--- config.mk ---
export PLATFORM = sky130hd
export DESIGN_NAME = occ_div
export DESIGN_NICKNAME = d
export VERILOG_FILES = /design/src/design/occ_pkg.sv /design/src/design/occ_div.sv
export SDC_FILE = /design/constraint.sdc
export NUM_CORES = 1
export LEC_CHECK = 0
export BUFFER_PORTS_ARGS = -buffer_cell sky130_fd_sc_hd__buf_2
export CAP_MARGIN = 20
export CORE_MARGIN = 3
export CORE_UTILIZATION = 50
export CTS_BUF_LIST = sky130_fd_sc_hd__clkbuf_16
export DETAILED_ROUTE_END_ITERATION = 16
export PLACE_DENSITY = 0.74
export SLEW_MARGIN = 5
export SYNTH_ARGS = -nofsm -noshare
export SYNTH_HDL_FRONTEND = slang
export SYNTH_SLANG_ARGS = --single-unit
--- constraint.sdc ---
create_clock -name clock -period 2.35 [get_ports clock]
set_input_delay 0.3525 -clock clock [delete_from_list [all_inputs] [get_ports clock]]
set_output_delay 0.3525 -clock clock [all_outputs]
set_load 0.01 [all_outputs]
--- src/design/occ_pkg.sv ---
// ---------------------------------------------------------------------------
// occ_pkg
// Shared types and constants of the occupancy grid block.
// ---------------------------------------------------------------------------
package occ_pkg;

   localparam int GRID = 128;
   localparam int AW   = $clog2(GRID);
   localparam int EW   = AW + 1;

   typedef enum logic [1:0] {
      CMD_MARK = 2'd0,
      CMD_LINE = 2'd1,
      CMD_READ = 2'd2,
      CMD_NONE = 2'd3
   } cmd_type;

   localparam logic [1:0] CSR_EXTENT = 2'd0;
   localparam logic [1:0] CSR_RADIUS = 2'd1;
   localparam logic [1:0] CSR_CELL   = 2'd2;

   typedef enum logic [3:0] {
      ST_CLEAR, ST_IDLE, ST_MINIT, ST_DIV, ST_BOX, ST_ROW, ST_RLOAD,
      ST_C1, ST_C2, ST_C3, ST_WROW, ST_LINIT, ST_LCHK, ST_LWAIT, ST_DONE
   } state_type;

   typedef struct packed {
      logic            rd_en;
      logic            wr_en;
      logic [AW-1:0]   addr;
      logic [GRID-1:0] wdata;
   } ram_req_type;

   typedef struct packed {
      logic        start;
      logic [16:0] numer;
      logic [15:0] denom;
   } div_req_type;

   typedef struct packed {
      logic        done;
      logic [16:0] quot;
   } div_rsp_type;

   typedef struct packed {
      logic [7:0]  extent;
      logic [15:0] radius;
      logic [15:0] csize;
   } cfg_type;

endpackage

--- src/design/occ_div.sv ---
// ---------------------------------------------------------------------------
// occ_div
// Restoring divider, one quotient bit per cycle.
// ---------------------------------------------------------------------------
module occ_div (
   input  logic                 clock,
   input  logic                 reset,
   input  occ_pkg::div_req_type req,
   output occ_pkg::div_rsp_type rsp
);

   logic        busy_ff, busy_in;
   logic        done_ff, done_in;
   logic [4:0]  cnt_ff, cnt_in;
   logic [16:0] num_ff, num_in;
   logic [15:0] den_ff, den_in;
   logic [16:0] rem_ff, rem_in;
   logic [16:0] quot_ff, quot_in;
   logic [17:0] trial;

   always_comb begin
      busy_in = busy_ff;
      done_in = 1'b0;
      cnt_in  = cnt_ff;
      num_in  = num_ff;
      den_in  = den_ff;
      rem_in  = rem_ff;
      quot_in = quot_ff;
      trial   = {rem_ff, num_ff[16]};
      if (req.start) begin
         busy_in = 1'b1;
         cnt_in  = 5'd16;
         num_in  = req.numer;
         den_in  = req.denom;
         rem_in  = '0;
         quot_in = '0;
      end else if (busy_ff) begin
         num_in = {num_ff[15:0], 1'b0};
         if (trial >= {2'b00, den_ff}) begin
            rem_in  = 17'(trial - {2'b00, den_ff});
            quot_in = {quot_ff[15:0], 1'b1};
         end else begin
            rem_in  = trial[16:0];
            quot_in = {quot_ff[15:0], 1'b0};
         end
         if (cnt_ff == 5'd0) begin
            busy_in = 1'b0;
            done_in = 1'b1;
         end else begin
            cnt_in = cnt_ff - 5'd1;
         end
      end
   end

   always_ff @(posedge clock) begin
      if (reset) begin
         busy_ff <= 1'b0;
         done_ff <= 1'b0;
      end else begin
         busy_ff <= busy_in;
         done_ff <= done_in;
      end
      cnt_ff  <= cnt_in;
      num_ff  <= num_in;
      den_ff  <= den_in;
      rem_ff  <= rem_in;
      quot_ff <= quot_in;
   end

   assign rsp.done = done_ff;
   assign rsp.quot = quot_ff;

endmodule

==> impl_metrics.csv <==
group,metric,value,unit
setup_path,critPathSlowestCell,"or4b_4",
setup_path,path_class,"reg2reg",
timing,fin_crit,2.42,ns
min_path,hp-class,"in2reg",
min_path,hp-start,"reset",
floorplan,pin_count,54,
global_route,grt_antenna_before_repair,0,
synth,synth-seq-cells,74,
clock_network,cts_max_level,3,
clock_network,cts_buffers,9,
cells_and_area,finish.net_count,488,
floorplan,die_w,91.3,um
power,p_per_area,698,mW/mm^2
setup_path,r2r-end,"rem_ff[5]",
setup_path,arrival,2.66,ns
global_route,grt_usage,0.203,
clock_network,cts_tree,"done",
setup_path,critPathBufInv,1,
synth,synthesis.area,0.00363,mm^2
setup_path,cp-start-kind,"flip-flop",
global_route,grt-ovfl-total,0,
timing,tns,-0.0779,ns
clock_network,ctsHoldBuffers,0,
job,drv_cap,0,
global_route,grt_pass1_vias,2913,
cells_and_area,fin_util,0.676,
global_route,grt_max_degree,22,
synth,synthDistinctLibCells,50,
synth,ys_seq_area_frac,0.498,
cells_and_area,seq_area,0.00181,mm^2
cells_and_area,drive_gt1_frac,0.351,
synth,yosysWarnings,0,
floorplan,die_height,91.3,um
clock_network,clk_latency,0.33,ns
power,p_leak,0.00205,uW
synth,ys.flop_type,"dfxtp_1",
min_path,hold_path_depth,2,
timing,tightest_slew,0.685,ns
floorplan,die_area,0.00833,mm^2
timing,maxSlewViolCount,0,
global_route,grt_pass1_wl,13.5,mm
floorplan,num_rows,30,
timing,fmax,413,MHz
cells_and_area,multi_input_area,0.00180,mm^2
setup_path,cp-end-kind,"flip-flop",
synth,synth_fp_nets,404,
placed_design,dp_hpwl,5.88,mm
drt,vias_per_cell,5.50,
synth,yosys.area.top_type,"edfxtp_1",
drt,drt_first_pass_iters,4,
cells_and_area,diodes,0,
drt,wl_per_cell,15.7,um
synth,synth.top_cells.by_area,"edfxtp_1 27%, dfxtp_1 23%, ha_1 5.9%",
timing,worst_slack,-0.0730,ns
timing,finalCritPeriodShare,1.03,
setup_path,path_delay_family,"simple AND/OR/NAND/NOR gates",
timing,clock_skew,0.00752,ns
setup_path,crit_required,2.59,ns
drt,drtAntennaViolNets,0,
clock_network,cts_sinks,74,
timing,finalHoldViolCount,0,
outcome,violations,"negative setup slack",
synth,synthCells,350,
timing,rsz0062_at_grt,"true",
setup_path,slowest_delay,0.48,ns
drt,vias,2943,
timing,setup_viol,2,
timing,slew_headroom,0.543,
drt,routed_wl,8.37,mm
floorplan,start_util,0.526,
clock_network,cts_buffer_depth,2,
synth,async_reset_ff_frac,0,
drt,first_iter_violations,222,
placed_design,gp_congestion,0.915,
synth,syn-mean-instance-area,10.4,um^2
setup_path,critPathMaxFanout,5,
setup_path,worstPathCellList,"ha_2 -> inv_2 -> fa_2 -> a21oi_4 -> o21ai_2 -> or4b_4 -> and4_4 -> or3_1 -> a311oi_2",
power,ir_worst_vdd,0.000449,V
synth,synth_edf_count,33,
clock_network,clk_pin_slew,0.06,ns
setup_path,r2r-start,"den_ff[0]",
floorplan,core_area,0.00691,mm^2
cells_and_area,fillCellCount,539,
min_path,min_to,"busy_ff",
setup_path,r2r_cells,9,
placed_design,port_buffers,53,
outcome,outcome,"complete, but fails checks",
setup_path,critical_path_depth,9,
drt,drcViolationCount,0,
cells_and_area,synthToLayoutAreaGrowth,28.4,%
synth,synth_top_area_share,0.273,
clock_network,cts_root_buffer,"clkbuf_16",
setup_path,rrSetupSlack,-0.07,ns
## worst reg2reg max path: stages (launching register included)
cell and delay, ns:
edfxtp_1 0.37, ha_2 0.21, inv_2 0.06, fa_2 0.22, a21oi_4 0.06, o21ai_2 0.14
or4b_4 0.48, and4_4 0.21, or3_1 0.33, a311oi_2 0.24
## routing by layer
layer,track usage,vias up,part of all wire
li1,-,1450,-
met3,0.0431,16,0.060
met2,0.342,95,0.51
met5,0,-,0
met4,0.0892,0,0.016
met1,0.250,1382,0.42
## cell usage in the layout (no fill, tap or decap), types with 2 or more instances in the layout
master      n
inv_2       2
a21oi_1    17
buf_4      38
o21ai_2     2
nand3_1     7
xnor2_1     5
nand2_2     2
a21o_1      4
a32oi_2     2
a311oi_1    2
a32oi_1     4
clkbuf_16   9
o21ai_0     8
edfxtp_1   33
nor2b_1     2
o31ai_1     4
buf_2      53
nor3_1      3
ha_1       16
mux2i_1    19
and3_1      5
o211ai_1    3
mux2_2     16
a211oi_1    4
clkinv_2    2
o21ai_1     5
a311oi_2    3
xor2_1      7
nand2b_1    2
a2111oi_2   2
nand4_1     4
o21a_1      3
nand3_2     2
inv_6       2
dfxtp_1    41
clkinv_4    2
nor2_1     32
inv_1      23
nand2_1    23
## synth_stat cells (all sizes together), types with 5 or more instances
cell / n
mux2i: 19
mux2: 16
nand2: 25
and3: 5
edfxtp: 33
a32oi: 6
buf: 7
a211oi: 5
inv: 25
nand3: 9
clkbuf: 12
nand4: 5
o21ai: 15
xor2: 7
ha: 17
dfxtp: 41
a21oi: 19
xnor2: 5
a311oi: 5
nor2: 32
## worst max path at each step
| stage | startpoint | endpoint |
|---|---|---|
| 2_1_floorplan | num_ff[16] | rem_ff[0] |
| 3_3_place_gp | num_ff[16] | rem_ff[5] |
| 3_5_place_dp | den_ff[0] | rem_ff[5] |
| 4_1_cts | den_ff[0] | rem_ff[5] |
| 5_1_grt | den_ff[0] | rem_ff[5] |
| 6_report | den_ff[0] | rem_ff[5] |
## stage by stage
step	instance area [um^2]	std cells	hold WS, ns	setup WS [ns]	total power, uW
2_1_floorplan	3640	350	0.417	0.00260	1780
3_3_place_gp	4200	515	0.427	-0.0898	1920
3_5_place_dp	4200	515	0.453	-0.170	1940
4_1_cts	4540	533	0.184	-0.0865	3230
5_1_grt	4670	535	0.186	-0.150	3390
6_report	4670	535	0.187	-0.0730	3260
## kinds of logic after synthesis
logic type,count (synthesis),synth area share
AO/OA/AOI/OAI,76,0.140
XOR/XNOR,12,0.0289
adder cells (fa/ha/maj),18,0.0640
buffers and inverters,44,0.0478
flip-flops,74,0.498
multiplexers,35,0.102
AND/OR/NAND/NOR,91,0.118
## state kept, by name, summed over array words and instances, names as in the netlist
signal   cells
num_ff      17
cnt_ff       5
rem_ff      17
quot_ff     17
den_ff      16
busy_ff      1
done_ff      1
## area by class of cell
cell class / instances / share of cell area
clock buffer: 9 / 0.0482
multi-input combinational: 232 / 0.386
tap: 96 / 0.0257
inverter: 25 / 0.0201
timing repair buffer: 92 / 0.120
clock inverter: 7 / 0.0113
sequential: 74 / 0.388
## power breakdown
| group | internal [uW] | switching (uW) | leakage, uW |
|---|---|---|---|
| logic | 238 | 275 | 0.00125 |
| registers | 1440 | 38.5 | 0.000661 |
| clock network | 721 | 549 | 0.000136 |
## timing repair
action / 4_1_cts / 5_1_grt
setup buffers: 2 / 2
pin swaps: 11 / 9
endpoints found under the setup margin: 18 / 17
resized for setup: 16 / 22
(Power assumes the default switching activity.)
