==> src/design/occ_pkg.sv <==
// ---------------------------------------------------------------------------
// occ_pkg
// Shared types and constants of the occupancy grid block.
// ---------------------------------------------------------------------------
package occ_pkg;

   localparam int GRID = 128;
   localparam int AW   = $clog2(GRID);
   localparam int EW   = AW + 1;

   typedef enum logic [1:0] {
      CMD_MARK = 2'd0,
      CMD_LINE = 2'd1,
      CMD_READ = 2'd2,
      CMD_NONE = 2'd3
   } cmd_type;

   localparam logic [1:0] CSR_EXTENT = 2'd0;
   localparam logic [1:0] CSR_RADIUS = 2'd1;
   localparam logic [1:0] CSR_CELL   = 2'd2;

   typedef enum logic [3:0] {
      ST_CLEAR, ST_IDLE, ST_MINIT, ST_DIV, ST_BOX, ST_ROW, ST_RLOAD,
      ST_C1, ST_C2, ST_C3, ST_WROW, ST_LINIT, ST_LCHK, ST_LWAIT, ST_DONE
   } state_type;

   typedef struct packed {
      logic            rd_en;
      logic            wr_en;
      logic [AW-1:0]   addr;
      logic [GRID-1:0] wdata;
   } ram_req_type;

   typedef struct packed {
      logic        start;
      logic [16:0] numer;
      logic [15:0] denom;
   } div_req_type;

   typedef struct packed {
      logic        done;
      logic [16:0] quot;
   } div_rsp_type;

   typedef struct packed {
      logic [7:0]  extent;
      logic [15:0] radius;
      logic [15:0] csize;
   } cfg_type;

endpackage

==> src/design/occ_seq.sv <==
// ---------------------------------------------------------------------------
// occ_seq
// Command sequencer: clearing pass, rectangle inflation, line walk, read.
// ---------------------------------------------------------------------------
module occ_seq (
   input  logic                      clock,
   input  logic                      reset,
   input  logic                      start,
   output logic                      busy,
   input  logic [1:0]                req_cmd,
   input  logic signed [11:0]        req_first_x,
   input  logic signed [11:0]        req_first_y,
   input  logic signed [11:0]        req_second_x,
   input  logic signed [11:0]        req_second_y,
   output logic                      rsp_valid,
   output logic                      rsp_answer,
   input  occ_pkg::cfg_type          cfg,
   output occ_pkg::ram_req_type      ram_req,
   input  logic [occ_pkg::GRID-1:0]  rd_data,
   output occ_pkg::div_req_type      div_req,
   input  occ_pkg::div_rsp_type      div_rsp
);

   localparam int AW   = occ_pkg::AW;
   localparam int EW   = occ_pkg::EW;
   localparam int GRID = occ_pkg::GRID;

   occ_pkg::state_type state_ff, state_in;
   occ_pkg::cmd_type   cmd_ff, cmd_in;

   logic signed [11:0] ax_ff, ay_ff, bx_ff, by_ff;
   logic signed [11:0] ax_in, ay_in, bx_in, by_in;
   logic signed [12:0] x_ff, y_ff, x_in, y_in;
   logic signed [14:0] err_ff, err_in;
   logic [12:0]        cnt_ff, cnt_in;
   logic [11:0]        adx_ff, ady_ff, adx_in, ady_in;
   logic               sx_ff, sy_ff, sx_in, sy_in;
   logic [AW-1:0]      mx_ff, my_ff, mx_in, my_in;
   logic [AW-1:0]      bx0_ff, bx1_ff, by1_ff, bx0_in, bx1_in, by1_in;
   logic [AW-1:0]      clr_ff, clr_in;
   logic [31:0]        cs2_ff, lim_ff, cs2_in, lim_in;
   logic [25:0]        dysq_ff, dxsq_ff, dysq_in, dxsq_in;
   logic [42:0]        plo_ff, phi_ff, plo_in, phi_in;
   logic [GRID-1:0]    row_ff, row_in;
   logic               ans_ff, ans_in;

   logic [EW-1:0]      ext;
   logic               in_map;
   logic               cell_bit;
   logic               last_step;
   logic signed [19:0] grow, xlo, xhi, ylo, yhi, elast;
   logic               box_empty;
   logic [26:0]        d2;
   logic [58:0]        prod;
   logic               pass;
   logic signed [12:0] ldx, ldy;

   function automatic logic [12:0] half_off(input logic [AW-1:0] c,
                                            input logic signed [11:0] lo,
                                            input logic signed [11:0] hi);
      logic signed [14:0] cc, l2, h2, cl, d;
      cc = signed'(15'({c, 1'b1}));
      l2 = 15'(signed'({lo, 1'b0}));
      h2 = 15'(signed'({hi, 1'b0}));
      cl = (cc < l2) ? l2 : ((cc > h2) ? h2 : cc);
      d  = cc - cl;
      return 13'((d < 0) ? -d : d);
   endfunction

   // shared conditions
   always_comb begin
      ext = EW'((int'(cfg.extent) > GRID) ? GRID : int'(cfg.extent));
      in_map = !x_ff[12] && !y_ff[12] &&
               (x_ff < signed'(13'(ext))) && (y_ff < signed'(13'(ext)));
      cell_bit  = rd_data[x_ff[AW-1:0]];
      last_step = (cnt_ff == 13'd0);
      grow  = signed'({3'b000, div_rsp.quot});
      elast = signed'(20'(ext)) - 20'sd1;
      xlo = 20'(ax_ff) - grow;
      ylo = 20'(ay_ff) - grow;
      xhi = 20'(bx_ff) + grow;
      yhi = 20'(by_ff) + grow;
      if (xlo < 0) xlo = '0;
      if (ylo < 0) ylo = '0;
      if (xhi > elast) xhi = elast;
      if (yhi > elast) yhi = elast;
      box_empty = (ax_ff > bx_ff) || (ay_ff > by_ff) || (xlo > xhi) || (ylo > yhi);
      d2   = 27'(dxsq_ff) + 27'(dysq_ff);
      prod = {phi_ff, 16'b0} + {16'b0, plo_ff};
      pass = prod <= {25'b0, lim_ff, 2'b00};
      ldx  = 13'(bx_ff) - 13'(ax_ff);
      ldy  = 13'(by_ff) - 13'(ay_ff);
   end

   // next state
   always_comb begin
      state_in = state_ff;
      unique case (state_ff)
         occ_pkg::ST_CLEAR: if (clr_ff == AW'(GRID - 1)) state_in = occ_pkg::ST_IDLE;
         occ_pkg::ST_IDLE: begin
            if (start) begin
               unique case (occ_pkg::cmd_type'(req_cmd))
                  occ_pkg::CMD_MARK: state_in = occ_pkg::ST_MINIT;
                  occ_pkg::CMD_LINE: state_in = occ_pkg::ST_LINIT;
                  occ_pkg::CMD_READ: state_in = occ_pkg::ST_LCHK;
                  occ_pkg::CMD_NONE: state_in = occ_pkg::ST_DONE;
               endcase
            end
         end
         occ_pkg::ST_MINIT: state_in = occ_pkg::ST_DIV;
         occ_pkg::ST_DIV:   if (div_rsp.done) state_in = occ_pkg::ST_BOX;
         occ_pkg::ST_BOX:   state_in = box_empty ? occ_pkg::ST_DONE : occ_pkg::ST_ROW;
         occ_pkg::ST_ROW:   state_in = occ_pkg::ST_RLOAD;
         occ_pkg::ST_RLOAD: state_in = occ_pkg::ST_C1;
         occ_pkg::ST_C1:    state_in = occ_pkg::ST_C2;
         occ_pkg::ST_C2:    state_in = occ_pkg::ST_C3;
         occ_pkg::ST_C3:
            state_in = (mx_ff == bx1_ff) ? occ_pkg::ST_WROW : occ_pkg::ST_C1;
         occ_pkg::ST_WROW:
            state_in = (my_ff == by1_ff) ? occ_pkg::ST_DONE : occ_pkg::ST_ROW;
         occ_pkg::ST_LINIT: state_in = occ_pkg::ST_LCHK;
         occ_pkg::ST_LCHK:  state_in = in_map ? occ_pkg::ST_LWAIT : occ_pkg::ST_DONE;
         occ_pkg::ST_LWAIT: begin
            if (cmd_ff == occ_pkg::CMD_READ || cell_bit || last_step) begin
               state_in = occ_pkg::ST_DONE;
            end else begin
               state_in = occ_pkg::ST_LCHK;
            end
         end
         occ_pkg::ST_DONE:  state_in = occ_pkg::ST_IDLE;
         default:           state_in = occ_pkg::ST_IDLE;
      endcase
   end

   // outputs
   always_comb begin
      busy          = (state_ff != occ_pkg::ST_IDLE);
      rsp_valid     = (state_ff == occ_pkg::ST_DONE);
      rsp_answer    = ans_ff;
      ram_req.rd_en = 1'b0;
      ram_req.wr_en = 1'b0;
      ram_req.addr  = my_ff;
      ram_req.wdata = row_ff;
      div_req.start = (state_ff == occ_pkg::ST_MINIT);
      div_req.numer = 17'(cfg.radius) + 17'(cfg.csize) - 17'd1;
      div_req.denom = cfg.csize;
      unique case (state_ff)
         occ_pkg::ST_CLEAR: begin
            ram_req.wr_en = 1'b1;
            ram_req.addr  = clr_ff;
            ram_req.wdata = '0;
         end
         occ_pkg::ST_ROW:  ram_req.rd_en = 1'b1;
         occ_pkg::ST_WROW: ram_req.wr_en = 1'b1;
         occ_pkg::ST_LCHK: begin
            ram_req.rd_en = in_map;
            ram_req.addr  = y_ff[AW-1:0];
         end
         default: ;
      endcase
   end

   // datapath
   always_comb begin
      cmd_in = cmd_ff;
      ax_in = ax_ff;  ay_in = ay_ff;  bx_in = bx_ff;  by_in = by_ff;
      x_in = x_ff;  y_in = y_ff;  err_in = err_ff;  cnt_in = cnt_ff;
      adx_in = adx_ff;  ady_in = ady_ff;  sx_in = sx_ff;  sy_in = sy_ff;
      mx_in = mx_ff;  my_in = my_ff;
      bx0_in = bx0_ff;  bx1_in = bx1_ff;  by1_in = by1_ff;
      clr_in = clr_ff;
      cs2_in = cs2_ff;  lim_in = lim_ff;
      dysq_in = dysq_ff;  dxsq_in = dxsq_ff;
      plo_in = plo_ff;  phi_in = phi_ff;
      row_in = row_ff;
      ans_in = ans_ff;
      unique case (state_ff)
         occ_pkg::ST_CLEAR: clr_in = clr_ff + AW'(1);
         occ_pkg::ST_IDLE: begin
            if (start) begin
               cmd_in = occ_pkg::cmd_type'(req_cmd);
               ax_in  = req_first_x;
               ay_in  = req_first_y;
               bx_in  = req_second_x;
               by_in  = req_second_y;
               x_in   = 13'(req_first_x);
               y_in   = 13'(req_first_y);
               ans_in = 1'b0;
            end
         end
         occ_pkg::ST_MINIT: begin
            cs2_in = cfg.csize * cfg.csize;
            lim_in = cfg.radius * cfg.radius;
         end
         occ_pkg::ST_BOX: begin
            bx0_in = xlo[AW-1:0];
            bx1_in = xhi[AW-1:0];
            by1_in = yhi[AW-1:0];
            my_in  = ylo[AW-1:0];
         end
         occ_pkg::ST_ROW: begin
            dysq_in = half_off(my_ff, ay_ff, by_ff) * half_off(my_ff, ay_ff, by_ff);
            mx_in   = bx0_ff;
         end
         occ_pkg::ST_RLOAD: row_in = rd_data;
         occ_pkg::ST_C1:
            dxsq_in = half_off(mx_ff, ax_ff, bx_ff) * half_off(mx_ff, ax_ff, bx_ff);
         occ_pkg::ST_C2: begin
            plo_in = d2 * cs2_ff[15:0];
            phi_in = d2 * cs2_ff[31:16];
         end
         occ_pkg::ST_C3: begin
            if (pass) row_in[mx_ff] = 1'b1;
            if (mx_ff != bx1_ff) mx_in = mx_ff + AW'(1);
         end
         occ_pkg::ST_WROW: if (my_ff != by1_ff) my_in = my_ff + AW'(1);
         occ_pkg::ST_LINIT: begin
            adx_in = 12'((ldx < 0) ? -ldx : ldx);
            ady_in = 12'((ldy < 0) ? -ldy : ldy);
            cnt_in = 13'(adx_in) + 13'(ady_in);
            err_in = signed'(15'(adx_in)) - signed'(15'(ady_in));
            sx_in  = bx_ff > ax_ff;
            sy_in  = by_ff > ay_ff;
         end
         occ_pkg::ST_LCHK: if (!in_map) ans_in = 1'b0;
         occ_pkg::ST_LWAIT: begin
            if (cmd_ff == occ_pkg::CMD_READ) begin
               ans_in = cell_bit;
            end else if (cell_bit) begin
               ans_in = 1'b0;
            end else if (last_step) begin
               ans_in = 1'b1;
            end else begin
               cnt_in = cnt_ff - 13'd1;
               if (err_ff > 0) begin
                  x_in   = sx_ff ? x_ff + 13'sd1 : x_ff - 13'sd1;
                  err_in = err_ff - signed'({2'b00, ady_ff, 1'b0});
               end else begin
                  y_in   = sy_ff ? y_ff + 13'sd1 : y_ff - 13'sd1;
                  err_in = err_ff + signed'({2'b00, adx_ff, 1'b0});
               end
            end
         end
         default: ;
      endcase
   end

   always_ff @(posedge clock) begin
      if (reset) begin
         state_ff <= occ_pkg::ST_CLEAR;
         clr_ff   <= '0;
      end else begin
         state_ff <= state_in;
         clr_ff   <= clr_in;
      end
      cmd_ff  <= cmd_in;
      ax_ff   <= ax_in;   ay_ff <= ay_in;   bx_ff <= bx_in;   by_ff <= by_in;
      x_ff    <= x_in;    y_ff  <= y_in;    err_ff <= err_in; cnt_ff <= cnt_in;
      adx_ff  <= adx_in;  ady_ff <= ady_in; sx_ff <= sx_in;   sy_ff <= sy_in;
      mx_ff   <= mx_in;   my_ff <= my_in;
      bx0_ff  <= bx0_in;  bx1_ff <= bx1_in; by1_ff <= by1_in;
      cs2_ff  <= cs2_in;  lim_ff <= lim_in;
      dysq_ff <= dysq_in; dxsq_ff <= dxsq_in;
      plo_ff  <= plo_in;  phi_ff <= phi_in;
      row_ff  <= row_in;
      ans_ff  <= ans_in;
   end

endmodule

==> config.mk <==
export PLATFORM = sky130hd
export DESIGN_NAME = occ_seq
export DESIGN_NICKNAME = d
export VERILOG_FILES = /design/src/design/occ_pkg.sv /design/src/design/occ_seq.sv
export SDC_FILE = /design/constraint.sdc
export NUM_CORES = 2
export LEC_CHECK = 0
export BUFFER_PORTS_ARGS = -buffer_cell sky130_fd_sc_hd__buf_2
export CORE_ASPECT_RATIO = 1.25
export CORE_MARGIN = 2
export CORE_UTILIZATION = 57
export CTS_CLUSTER_DIAMETER = 100
export DETAILED_ROUTE_END_ITERATION = 12
export PLACE_DENSITY = 0.78
export SLEW_MARGIN = 5
export SYNTH_ARGS = -nofsm -noshare
export SYNTH_HDL_FRONTEND = slang
export SYNTH_SLANG_ARGS = --single-unit
==> constraint.sdc <==
create_clock -name clock -period 14.6 [get_ports clock]
set_input_delay 2.19 -clock clock [delete_from_list [all_inputs] [get_ports clock]]
set_output_delay 2.19 -clock clock [all_outputs]
set_load 0.005 [all_outputs]
==> impl_metrics.ini <==
[run_status]
status = finished clean

[critical_path]
crit_top_cell = ha_1
crit_slowest_cell = ha_1
cp-start-kind = flip-flop
cp.arrival_ps = 12460
cp_max_fo = 21
end_kind = flip-flop
max_stage_delay_ps = 740
cp.required_ps = 15000
rr_worst_depth = 45
worst-setup-path-type = flip-flop to flip-flop

[layout]
fill_cells = 12900
utilization_pct = 61.2
seqCellArea_mm2 = 0.0150
multiInputGateArea_mm2 = 0.0653
finalNetCount = 12300
synthToLayoutAreaGrowth_pct = 6.92
final_cells = 12000
drive_gt1_share_pct = 8.08

[timing]
skew_ps = 52.6
grt_setup_unrepaired = false
worst_pin_slew_ps = 1390
finalCritPeriodShare_pct = 82.6
fin_tns_setup_ps = 0
setup_slack_ps = 2550
fmax_mhz = 83.0
slew_headroom_pct = 6.78
final_max_slew_viol_count = 0
setup_viol = 0
hold_viol_final = 0
min_period_ps = 12050

[route]
routed_via_density = 5.90
first_pass_iters = 8
drt.antenna.violating_nets = 0
drt-total-wl_um = 251000
vias = 70600
drt_iter0_drc = 4951
drc = 0
wire_per_inst_um = 21.0

[global_routing]
grt_pass1_wl_um = 398000
antenna_found_initial = 9
grt_max_degree = 271
grt_pass1_vias = 75600
grt_use_total_pct = 32.2
grt_overflow = 0

[place]
dpl_worst_slack_ps = 2630
place_inst = 11900
gp_congestion = 1.03
hpwl_um = 202000
io_buffers = 412

[clocking]
path_clk_slew_ps = 70
clk-insertion-delay-late_ps = 710
cts_setup_buffers = 0
cts_sinks = 503
cts_tree = done
numCtsBuffers = 56
clock_path_buffers = 3
cts_root_buf = clkbuf_16
htree_levels = 2
ctsHoldBuffers = 0
postCtsResizedCells = 0

[pwr]
clock_power_share_pct = 18.4
switching_power_w = 0.00344
pwr-share-comb_pct = 59.3
p_sw_share_pct = 42.1
p_per_area_mw_per_mm2 = 87.0
seqPwrFrac_pct = 22.3
p_total_w = 0.00818
leakage_nw = 45.4
ir_worst_vdd_mv = 0.226
power.internal_w = 0.00474

[logic_synthesis]
synth_top_family_by_area = adder cells
synth_common_cells = inv_1 (1716), fa_1 (1235), nand2_1 (1067)
postSynthAreaPerCell_um2 = 9.10
synth.area.top_cells = fa_1 (28%), edfxtp_1 (17%), ha_1 (14%)
yosys_register_bits = 503
synth_top_area_share_pct = 28.1
yosys.area_share.simple_pct = 14.6
synthAdderAreaFrac_pct = 41.9
async_flop_share_pct = 0
yosysUniqueCellTypes = 109
synthXorXnorAreaFrac_pct = 4.76
synthCells = 9664
synth.most_common_cell = inv_1
ys_seq_area_share_pct = 17.1
synth_edf_count = 492
yosys.area.top_type = fa_1
synth-compound-area-share_pct = 10.8
synth_mux_area_share_pct = 1.66
syn_area_mm2 = 0.0879
synthFlopType = edfxtp_1
synth-warning-count = 0

[flow_run]
maxCapViolCount = 0

[floorplanning]
die-area_mm2 = 0.157
ios = 413
start_util_pct = 57.2
num_rows = 161
core_area_mm2 = 0.154
die_w_um = 355
die_h_um = 443

[hold_path]
hold_path_depth = 1
min_path_type = flip-flop to flip-flop
[worst paths after layout]
kind	startpoint	to	slack [ps]
setup / recovery	my_ff[1]	dysq_ff[25]	2550
hold / removal	bx0_ff[1]	mx_ff[1]	550
setup reg to reg	my_ff[1]	dysq_ff[25]	2550
hold reg to reg	bx0_ff[1]	mx_ff[1]	550
[layout make-up]
cell class | count | area share (%)
Inverter | 1753 | 7.00
Sequential cell | 503 | 15.9
Timing Repair Buffer | 500 | 2.91
Tap cell | 2037 | 2.71
Multi-Input combinational cell | 7070 | 69.4
Clock buffer | 62 | 1.52
Antenna cell | 3 | 0.00798
Clock inverter | 41 | 0.498
[power groups by stage]
| stage | combinational (W) | sequential [W] | clock (W) |
|---|---|---|---|
| 5_1_grt | 0.00550 | 0.00183 | 0.00156 |
| 6_report | 0.00485 | 0.00183 | 0.00150 |
| 3_3_place_gp | 0.00472 | 0.00186 | 0 |
| 4_1_cts | 0.00488 | 0.00183 | 0.00151 |
| 2_1_floorplan | 0.00368 | 0.00186 | 0 |
| 3_5_place_dp | 0.00484 | 0.00186 | 0 |
[flip-flops by register name (all words and copies together), names as in the netlist, 13 cells and up]
register	flops
dysq_ff	25
phi_ff	43
cnt_ff	13
x_ff	13
dxsq_ff	25
plo_ff	43
y_ff	13
lim_ff	31
err_ff	15
row_ff	128
cs2_ff	31
[cells by family after synthesis]
family / Yosys count
AOI/OAI and AO/OA: 1488
muxes: 90
other: 2
buffers and inverters: 2122
adders and majority gates: 2204
xor gates and xnor gates: 473
and+or+nand+nor: 2782
DFF: 503
[layer usage]
layer,vias up,part of all wire [%],global-route usage [%],routed length (um)
met3,971,6.5,4.54,16200
met5,-,0.018,0,45
met2,2894,51,57.6,128000
met4,6,7.4,20.0,18600
li1,31700,-,-,-
met1,35100,35,35.8,88500
[layout by cell type, fill, tap and decap left out, types with 56 or more instances in the layout]
| cell | netlist | final |
|---|---|---|
| a21o_1 | 168 | 168 |
| a21oi_1 | 596 | 595 |
| and2_1 | 253 | 253 |
| and3_1 | 58 | 57 |
| buf_2 | 11 | 412 |
| buf_4 | 19 | 87 |
| clkbuf_16 | 0 | 56 |
| edfxtp_1 | 492 | 492 |
| fa_1 | 1235 | 1235 |
| ha_1 | 969 | 967 |
| inv_1 | 1716 | 1716 |
| nand2_1 | 1067 | 1067 |
| nand2b_1 | 75 | 75 |
| nand3_1 | 107 | 106 |
| nor2_1 | 680 | 671 |
| nor2b_1 | 177 | 176 |
| nor3_1 | 143 | 136 |
| o21a_1 | 73 | 73 |
| o21ai_0 | 210 | 209 |
| o21bai_1 | 64 | 64 |
| xnor2_1 | 309 | 300 |
| xor2_1 | 158 | 152 |
[per-stage QoR]
step / area (um2) / hold WS, ps
2_1_floorplan: 88100 / 494
3_3_place_gp: 92100 / 531
3_5_place_dp: 92100 / 536
4_1_cts: 94000 / 551
5_1_grt: 94000 / 574
6_report: 94000 / 549
[worst max-delay path, delay by kind of cell (launching register included)]
kind / cells / cell delay [ps]
DFF: 1 / 550
xor gates and xnor gates: 2 / 640
AOI/OAI and AO/OA: 18 / 3750
adders and majority gates: 9 / 3740
buffers and inverters: 4 / 630
and+or+nand+nor: 12 / 2460
(Power assumes the default switching activity.)
